$ cat src/rtl/lrast_pkg.sv
// Shared types and constants for the range-add / range-sum tree core.
package lrast_pkg;

  localparam int unsigned LEAVES_DEF   = 1024;
  localparam int unsigned SUM_BITS_DEF = 64;
  localparam int unsigned IDX_W        = 11;
  localparam int unsigned AMT_W        = 32;
  localparam int unsigned RES_W        = 64;
  localparam int unsigned MUL_B_W      = 18;

  typedef enum logic [1:0] {
    STATUS_OK       = 2'd0,
    STATUS_RANGE    = 2'd1,
    STATUS_REVERSED = 2'd2
  } status_e;

  typedef enum logic [1:0] {
    MA_AMT,
    MA_ACC_LO,
    MA_ACC_HI
  } mul_a_e;

  typedef enum logic [1:0] {
    MB_LM1,
    MB_R,
    MB_LEN
  } mul_b_e;

  typedef enum logic [2:0] {
    PS_HOLD,
    PS_L,
    PS_R1,
    PS_R,
    PS_LM1,
    PS_UP,
    PS_DOWN,
    PS_INC
  } pos_e;

  typedef enum logic [1:0] {
    RS_HOLD,
    RS_CLEAR,
    RS_PROD,
    RS_ACC2
  } res_e;

  typedef enum logic [3:0] {
    S_CLEAR,
    S_IDLE,
    S_DISPATCH,
    S_A_SET,
    S_A_RD,
    S_A_WR,
    S_A_TOT,
    S_Q_RD,
    S_Q_ACC,
    S_Q_MH,
    S_Q_C1,
    S_Q_C2,
    S_DONE
  } state_e;

  typedef enum logic {
    PH_FIRST,
    PH_SECOND
  } phase_e;

  typedef struct packed {
    logic   load;
    pos_e   pos_op;
    logic   clr_wr;
    logic   mul_en;
    mul_a_e mul_a;
    mul_b_e mul_b;
    logic   set_dlt;
    logic   neg;
    logic   rd;
    logic   upd_wr;
    logic   acc_clr;
    logic   acc_add;
    res_e   res_op;
    logic   tot_add;
    logic   finish;
  } dp_cmd_t;

  typedef struct packed {
    logic err;
    logic op_query;
    logic pos_zero;
    logic pos_over;
    logic clr_last;
  } dp_stat_t;

endpackage

$ cat src/rtl/lrast_ctrl.sv
// Controller: sequences the clearing sweep, update walks and prefix walks.
module lrast_ctrl
  import lrast_pkg::*;
(
  input  logic     clk_i,
  input  logic     rst_ni,
  input  logic     start,
  output logic     busy,
  output logic     done_o,
  output dp_cmd_t  cmd_o,
  input  dp_stat_t stat_i
);

  state_e state_q, state_d;
  phase_e phase_q, phase_d;
  logic   done_q;

  always_ff @(posedge clk_i or negedge rst_ni) begin
    if (!rst_ni) begin
      state_q <= S_CLEAR;
      phase_q <= PH_FIRST;
      done_q  <= 1'b0;
    end else begin
      state_q <= state_d;
      phase_q <= phase_d;
      done_q  <= cmd_o.finish;
    end
  end

  always_comb begin
    state_d = state_q;
    phase_d = phase_q;
    cmd_o   = '0;
    cmd_o.pos_op = PS_HOLD;
    cmd_o.res_op = RS_HOLD;
    cmd_o.mul_a  = MA_AMT;
    cmd_o.mul_b  = MB_LM1;
    case (state_q)
      S_CLEAR: begin
        cmd_o.clr_wr = 1'b1;
        cmd_o.pos_op = PS_INC;
        if (stat_i.clr_last) begin
          state_d = S_IDLE;
        end
      end
      S_IDLE: begin
        if (start) begin
          cmd_o.load = 1'b1;
          state_d    = S_DISPATCH;
        end
      end
      S_DISPATCH: begin
        phase_d = PH_FIRST;
        if (stat_i.err) begin
          state_d = S_DONE;
        end else if (stat_i.op_query) begin
          cmd_o.res_op  = RS_CLEAR;
          cmd_o.acc_clr = 1'b1;
          cmd_o.pos_op  = PS_R;
          state_d       = S_Q_RD;
        end else begin
          cmd_o.pos_op = PS_L;
          cmd_o.mul_en = 1'b1;
          cmd_o.mul_b  = MB_LM1;
          state_d      = S_A_SET;
        end
      end
      S_A_SET: begin
        cmd_o.set_dlt = 1'b1;
        cmd_o.neg     = (phase_q == PH_SECOND);
        state_d       = S_A_RD;
      end
      S_A_RD: begin
        if (stat_i.pos_over) begin
          cmd_o.mul_en = 1'b1;
          if (phase_q == PH_FIRST) begin
            cmd_o.pos_op = PS_R1;
            cmd_o.mul_b  = MB_R;
            phase_d      = PH_SECOND;
            state_d      = S_A_SET;
          end else begin
            cmd_o.mul_b = MB_LEN;
            state_d     = S_A_TOT;
          end
        end else begin
          cmd_o.rd = 1'b1;
          state_d  = S_A_WR;
        end
      end
      S_A_WR: begin
        cmd_o.upd_wr = 1'b1;
        cmd_o.pos_op = PS_UP;
        state_d      = S_A_RD;
      end
      S_A_TOT: begin
        cmd_o.tot_add = 1'b1;
        state_d       = S_DONE;
      end
      S_Q_RD: begin
        if (stat_i.pos_zero) begin
          cmd_o.mul_en = 1'b1;
          cmd_o.mul_a  = MA_ACC_LO;
          cmd_o.mul_b  = (phase_q == PH_FIRST) ? MB_R : MB_LM1;
          state_d      = S_Q_MH;
        end else begin
          cmd_o.rd = 1'b1;
          state_d  = S_Q_ACC;
        end
      end
      S_Q_ACC: begin
        cmd_o.acc_add = 1'b1;
        cmd_o.pos_op  = PS_DOWN;
        state_d       = S_Q_RD;
      end
      S_Q_MH: begin
        cmd_o.res_op = RS_PROD;
        cmd_o.neg    = (phase_q == PH_SECOND);
        cmd_o.mul_en = 1'b1;
        cmd_o.mul_a  = MA_ACC_HI;
        cmd_o.mul_b  = (phase_q == PH_FIRST) ? MB_R : MB_LM1;
        state_d      = S_Q_C1;
      end
      S_Q_C1: begin
        cmd_o.res_op = RS_PROD;
        cmd_o.neg    = (phase_q == PH_SECOND);
        state_d      = S_Q_C2;
      end
      S_Q_C2: begin
        cmd_o.res_op = RS_ACC2;
        cmd_o.neg    = (phase_q == PH_FIRST);
        if (phase_q == PH_FIRST) begin
          cmd_o.pos_op  = PS_LM1;
          cmd_o.acc_clr = 1'b1;
          phase_d       = PH_SECOND;
          state_d       = S_Q_RD;
        end else begin
          state_d = S_DONE;
        end
      end
      S_DONE: begin
        cmd_o.finish = 1'b1;
        state_d      = S_IDLE;
      end
      default: begin
        state_d = S_IDLE;
      end
    endcase
  end

  assign busy   = (state_q != S_IDLE);
  assign done_o = done_q;

endmodule

$ cat config.mk
export PLATFORM = sky130hd
export DESIGN_NAME = lrast_ctrl
export DESIGN_NICKNAME = d
export VERILOG_FILES = /design/src/rtl/lrast_pkg.sv /design/src/rtl/lrast_ctrl.sv
export SDC_FILE = /design/constraint.sdc
export NUM_CORES = 1
export LEC_CHECK = 0
export ABC_CLOCK_PERIOD_IN_PS = 2700
export BUFFER_PORTS_ARGS = -buffer_cell sky130_fd_sc_hd__clkbuf_2
export CORE_MARGIN = 3
export CORE_UTILIZATION = 48
export DETAILED_ROUTE_END_ITERATION = 6
export PLACE_DENSITY = 0.82
export SETUP_SLACK_MARGIN = 0.02
export SLEW_MARGIN = 20
export SYNTH_ARGS = -nofsm -noshare
export SYNTH_HDL_FRONTEND = slang
export SYNTH_SLANG_ARGS = --single-unit
$ cat constraint.sdc
create_clock -name clk_i -period 2.7 [get_ports clk_i]
set_clock_uncertainty 0.05 [all_clocks]
set_input_delay 0.54 -clock clk_i [delete_from_list [all_inputs] [get_ports clk_i]]
set_output_delay 0.54 -clock clk_i [all_outputs]
set_load 0.1 [all_outputs]
## Word level (Yosys, flattened, before mapping)

Cells that the tools add are included.

- Bits of input ports: 8
- Register bits: 6
- Output and inout bits: 22
- Logic and storage cells: 73

- Bitwise operators: 1
- Multiplexer cells: 46
- Eq/ne operators: 16
- Reduce and logical (&&, ||, !) cells: 7

Operator list:

| cell | number |
|---|---|
| case mux 4 bit (11 select lines) | 1 |
| two-way mux 1 bit | 21 |
| equality test 4 bit, second input constant | 5 |
| case mux 3 bit (6 select lines) | 1 |
| equality test 4 x 3 -> 1 bit, second input constant | 4 |
| two-way mux 4 bit | 4 |
| two-way mux 2 bit | 6 |
| two-way mux 3 bit | 4 |
| case mux 2 bit (3 select lines) | 2 |
| equality test 4 x 2 -> 1 bit, second input constant | 2 |
| inequality test 2 bit, second input constant | 3 |
| case mux 1 bit (2 select lines) | 3 |
| two-way mux 5 bit | 1 |
| equality test 4 x 1 -> 1 bit, second input constant | 1 |
| zero test 4 bit | 1 |
| inequality test 4 x 1 -> 1 bit, second input constant | 1 |
| case mux 1 bit (4 select lines) | 1 |
| case mux 2 bit (2 select lines) | 1 |
| AND reduction 2 bit | 2 |
| OR reduction 2 bit | 2 |
| case mux 1 bit (3 select lines) | 1 |
| nonzero test 3 bit | 1 |
| OR reduction 3 bit | 1 |
| inverter 1 bit | 1 |

## Depth between registers and ports, before layout

- Depth after elaboration: 3
- Depth in mapped cells: 5
- Depth with buffers taken out: 4

## Least setup slack after synthesis

Ideal clock, no wire load.

- Kind: reg-to-output
- Start: register state_q[2]
- End: output port cmd_o[14] (netlist name)
- Data arrival time: 3.831 ns
- Data required time: 2.110 ns
- Cell stages (with the launch flop): 4
- Buffers on the path: 1
- Setup slack: -1.721 ns
- Path through: dfrtp_1 -> buf_2 -> or2_1 -> o41ai_1

RTL lines:

| what | line | text |
|---|---|---|
| start, declared | lrast_ctrl.sv:14 | `state_e state_q, state_d;` |
| start signal, assigned | lrast_ctrl.sv:24 | `state_q <= state_d;` |
| end, declared | lrast_ctrl.sv:10 | `output dp_cmd_t cmd_o,` |

==> impl_table.tex <==
\begin{tabular}{lr}
\hline
Metric & Value \\
\hline
\multicolumn{2}{l}{\textbf{Status}} \\
\quad Status & completed \\
\multicolumn{2}{l}{\textbf{Worst setup path}} \\
\quad Internal reg-to-reg setup slack & 1.08 ns \\
\quad CP max FO & 16 \\
\quad Arrival time at the worst endpoint & 2.01 ns \\
\quad End of the critical path & cmd\_o[18] \\
\quad Type of the worst setup path & reg -> out \\
\quad Critical path endpoint category & output pin \\
\quad Worst Path Required & 2.11 ns \\
\quad Critical register-to-register path startpoint & state\_q[2] \\
\quad Reg-to-Reg End & state\_q[0] \\
\quad Depth of the worst register-to-register path & 4 \\
\quad Launch point of the critical path & state\_q[1] \\
\quad Startpoint type of the worst setup path & flip-flop \\
\multicolumn{2}{l}{\textbf{CTS}} \\
\quad Master cell of the clock root buffer & sky130\_fd\_sc\_hd\_\_clkbuf\_4 \\
\quad Post-CTS setup buffer count & 0 \\
\quad Clock tree from TritonCTS & done \\
\quad CTS clk-pin slew, worst paths & 0.05 ns \\
\quad Number of sinks driven by the clock tree & 6 \\
\quad Hold buffers post-CTS & 0 \\
\quad Number of buffers inserted during clock tree synthesis & 3 \\
\quad Clock H-tree levels & 1 \\
\quad Clock insertion delay at the later pin of the skew report & 0.25 ns \\
\quad Max Buffers Root-to-Sink & 2 \\
\multicolumn{2}{l}{\textbf{Floorplan}} \\
\quad Num ports & 30 \\
\quad Die footprint & 1820 µm² \\
\quad Die width & 42.7 µm \\
\quad Total number of placement rows & 12 \\
\quad Effective utilization at floorplan & 0.544 \\
\quad Die Y-Extent & 42.7 µm \\
\quad Core area & 1190 µm² \\
\multicolumn{2}{l}{\textbf{Global routing}} \\
\quad Initial antenna violation count & 0 \\
\quad Wire length of the first global-routing pass & 3420 µm \\
\quad Remaining Overflow, GRT & 0 \\
\quad Vias in the first global route & 758 \\
\quad Pin count of the biggest net entering global routing & 17 \\
\quad All-layer global routing usage & 0.238 \\
\multicolumn{2}{l}{\textbf{Yosys}} \\
\quad XOR/XNOR share of the synthesized area & 0 \\
\quad Flop and latch count out of synthesis & 6 \\
\quad Ys flop type & sky130\_fd\_sc\_hd\_\_dfrtp\_1 \\
\quad Simple logic cell fraction of the synthesized area & 0.388 \\
\quad Number of flops mapped to enable cells by yosys & 0 \\
\quad Top cells by area in the synthesized netlist & sky130\_fd\_sc\_hd\_\_dfrtp\_1, sky130\_fd\_sc\_hd\_\_nor2\_1, sky130\_fd\_sc\_hd\_\_nand2\_1 \\
\quad Cell area after technology mapping & 646 µm² \\
\quad Mean cell area of the mapped netlist & 6.73 µm² \\
\quad Portion of the post-synthesis area used by sequential elements & 0.233 \\
\quad Cell type with the largest total area after synthesis & sky130\_fd\_sc\_hd\_\_dfrtp\_1 \\
\quad Number of cells produced by synthesis & 96 \\
\quad Warnings from Yosys & 0 \\
\quad Async set-reset flop share out of synthesis & 1.00 \\
\quad Post-synthesis compound-gate area fraction & 0.287 \\
\quad Largest family of logic cells by synthesized area & simple AND/OR/NAND/NOR gates \\
\quad Library cells used by synthesis & 33 \\
\quad Post-synthesis net count & 104 \\
\quad Mux cell area share after synthesis & 0.0155 \\
\quad Synthesized-area fraction occupied by adder cells & 0 \\
\quad Top-area cell type share of the netlist area & 0.233 \\
\multicolumn{2}{l}{\textbf{Place}} \\
\quad Detail Placement HPWL & 1510 µm \\
\quad RD Place Congestion & 0.860 \\
\quad Worst setup timing slack at the placement stage & 0.388 ns \\
\quad Placed cell count & 133 \\
\quad IO Port Bufs & 29 \\
\multicolumn{2}{l}{\textbf{Finish}} \\
\quad Share of cells above drive strength 1 & 0.385 \\
\quad Post-layout instance count excluding filler cells & 136 \\
\quad Fin nets & 132 \\
\quad Antenna cell count & 0 \\
\quad Post-synthesis to final-layout area growth & 33.3\% \\
\quad Filler cells & 111 \\
\multicolumn{2}{l}{\textbf{Route}} \\
\quad Total number of vias & 817 \\
\quad Post-detailed-route via-to-cell ratio & 6.01 \\
\quad Total iterations of the first detailed-routing run & 4 \\
\quad Detail Route Antenna Nets & 0 \\
\quad Post-detailed-routing wire length & 1960 µm \\
\quad Routed wirelength normalized by instance count & 14.4 µm \\
\quad DRC marker count from the first detailed-route iteration & 19 \\
\quad Total DRC errors in the routed layout & 0 \\
\multicolumn{2}{l}{\textbf{STA}} \\
\quad Worst-case setup margin in the final layout & 0.104 ns \\
\quad Worst-case hold slack & 0.0547 ns \\
\quad Time the final worst path needs with I/O delays and setup & 2.60 ns \\
\quad Unrepaired setup endpoints after global routing & no \\
\quad Post-route clock period utilization & 0.962 \\
\quad Total Negative Setup Slacks & 0 ns \\
\quad Final setup violation count & 0 \\
\quad Slew Limit Headroom & 0.625 \\
\quad Measured slew at the worst slew-check pin & 0.565 ns \\
\quad Final count of hold timing violations & 0 \\
\quad Maximum clock rate & 385 MHz \\
\quad Pins over their slew limit & 0 \\
\multicolumn{2}{l}{\textbf{Hold path}} \\
\quad Hold Path Class & in -> async \\
\multicolumn{2}{l}{\textbf{Run}} \\
\quad Max-capacitance violation count & 0 \\
\hline
\end{tabular}
## stage by stage
| step | utilization | instance area, µm² |
|---|---|---|
| finish | 0.726 | 861 |
| global route | 0.726 | 861 |
| CTS | 0.726 | 861 |
| detailed placement | 0.707 | 838 |
| global placement | 0.707 | 838 |
| floorplan | - | 692 |
## synth_stat cells (2+ instances only)
| library cell | count |
|---|---|
| sky130_fd_sc_hd__a21oi_1 | 6 |
| sky130_fd_sc_hd__a22oi_1 | 2 |
| sky130_fd_sc_hd__and3_1 | 4 |
| sky130_fd_sc_hd__buf_2 | 4 |
| sky130_fd_sc_hd__dfrtp_1 | 6 |
| sky130_fd_sc_hd__inv_1 | 2 |
| sky130_fd_sc_hd__nand2_1 | 11 |
| sky130_fd_sc_hd__nand2b_1 | 5 |
| sky130_fd_sc_hd__nor2_1 | 18 |
| sky130_fd_sc_hd__nor2b_1 | 2 |
| sky130_fd_sc_hd__nor3_1 | 5 |
| sky130_fd_sc_hd__o21ai_0 | 3 |
| sky130_fd_sc_hd__o21ai_1 | 4 |
| sky130_fd_sc_hd__o22a_1 | 2 |
| sky130_fd_sc_hd__o22ai_1 | 3 |
| sky130_fd_sc_hd__or2_1 | 2 |
## critical path: stages, from the launching register on
cell                       delay (ns)
sky130_fd_sc_hd__dfrtp_1         0.63
sky130_fd_sc_hd__nand2_2         0.26
sky130_fd_sc_hd__nor3_2          0.19
sky130_fd_sc_hd__nor2_1          0.08
sky130_fd_sc_hd__o22ai_2         0.12
sky130_fd_sc_hd__clkbuf_2        0.48
## metal layers
metal	GRT usage	wire (µm)
met1	0.319	806
met2	0.350	942
met3	0.0805	198
met4	0.0870	15
met5	0	0
## sequential cells by signal (all words and copies together) (netlist names)
signal	flops
done_o	1
state_q	4
phase_q	1
## worst min-delay path by stage
| stage | end | slack, ns | depth (start not counted) | start |
|---|---|---|---|---|
| global placement | state_q[2] | 0.32 | 1 | rst_ni |
| detailed placement | state_q[2] | 0.32 | 1 | rst_ni |
| floorplan | done_o | 0.19 | 0 | rst_ni |
| CTS | done_o | 0.06 | 1 | rst_ni |
| global route | done_o | 0.06 | 1 | rst_ni |
| finish | done_o | 0.05 | 1 | rst_ni |
## logic make-up (layout without fill, tap and decap cells)
kind of cell	Yosys count	in the layout
compound gates	27	27
mux	1	1
simple gates	52	52
buf+inv	10	36
flops	6	6
## placed cells by master (no fill, tap or decap), types with 4 or more instances in the layout
cell                       netlist  final
sky130_fd_sc_hd__clkbuf_2        0     21
sky130_fd_sc_hd__nor2_1         18     14
sky130_fd_sc_hd__nand2_1        11     11
sky130_fd_sc_hd__buf_4           0      7
sky130_fd_sc_hd__a21oi_1         6      6
sky130_fd_sc_hd__dfrtp_1         6      6
sky130_fd_sc_hd__nand2b_1        5      5
sky130_fd_sc_hd__nor2_2          0      4
sky130_fd_sc_hd__nor3_1          5      4
sky130_fd_sc_hd__and3_1          4      4
## cell type report
cell class | count | area, µm² | share of cell area
multi-input cells | 80 | 492 | 0.571
repair buffers | 30 | 168 | 0.195
flip-flops and latches | 6 | 150 | 0.174
clock buffers | 3 | 22.5 | 0.0262
well taps | 14 | 17.5 | 0.0203
inverters | 3 | 11.3 | 0.0131
## timing repair
| item | 4_1_cts | 5_1_grt |
|---|---|---|
| endpoints found under the setup margin | 0 | 2 |
| hold endpoints to repair | 0 | 0 |
| gates resized for setup | 0 | 2 |
Power is not shown: default switching activity piles up to over one toggle a cycle in this logic, so the estimate is an artifact.
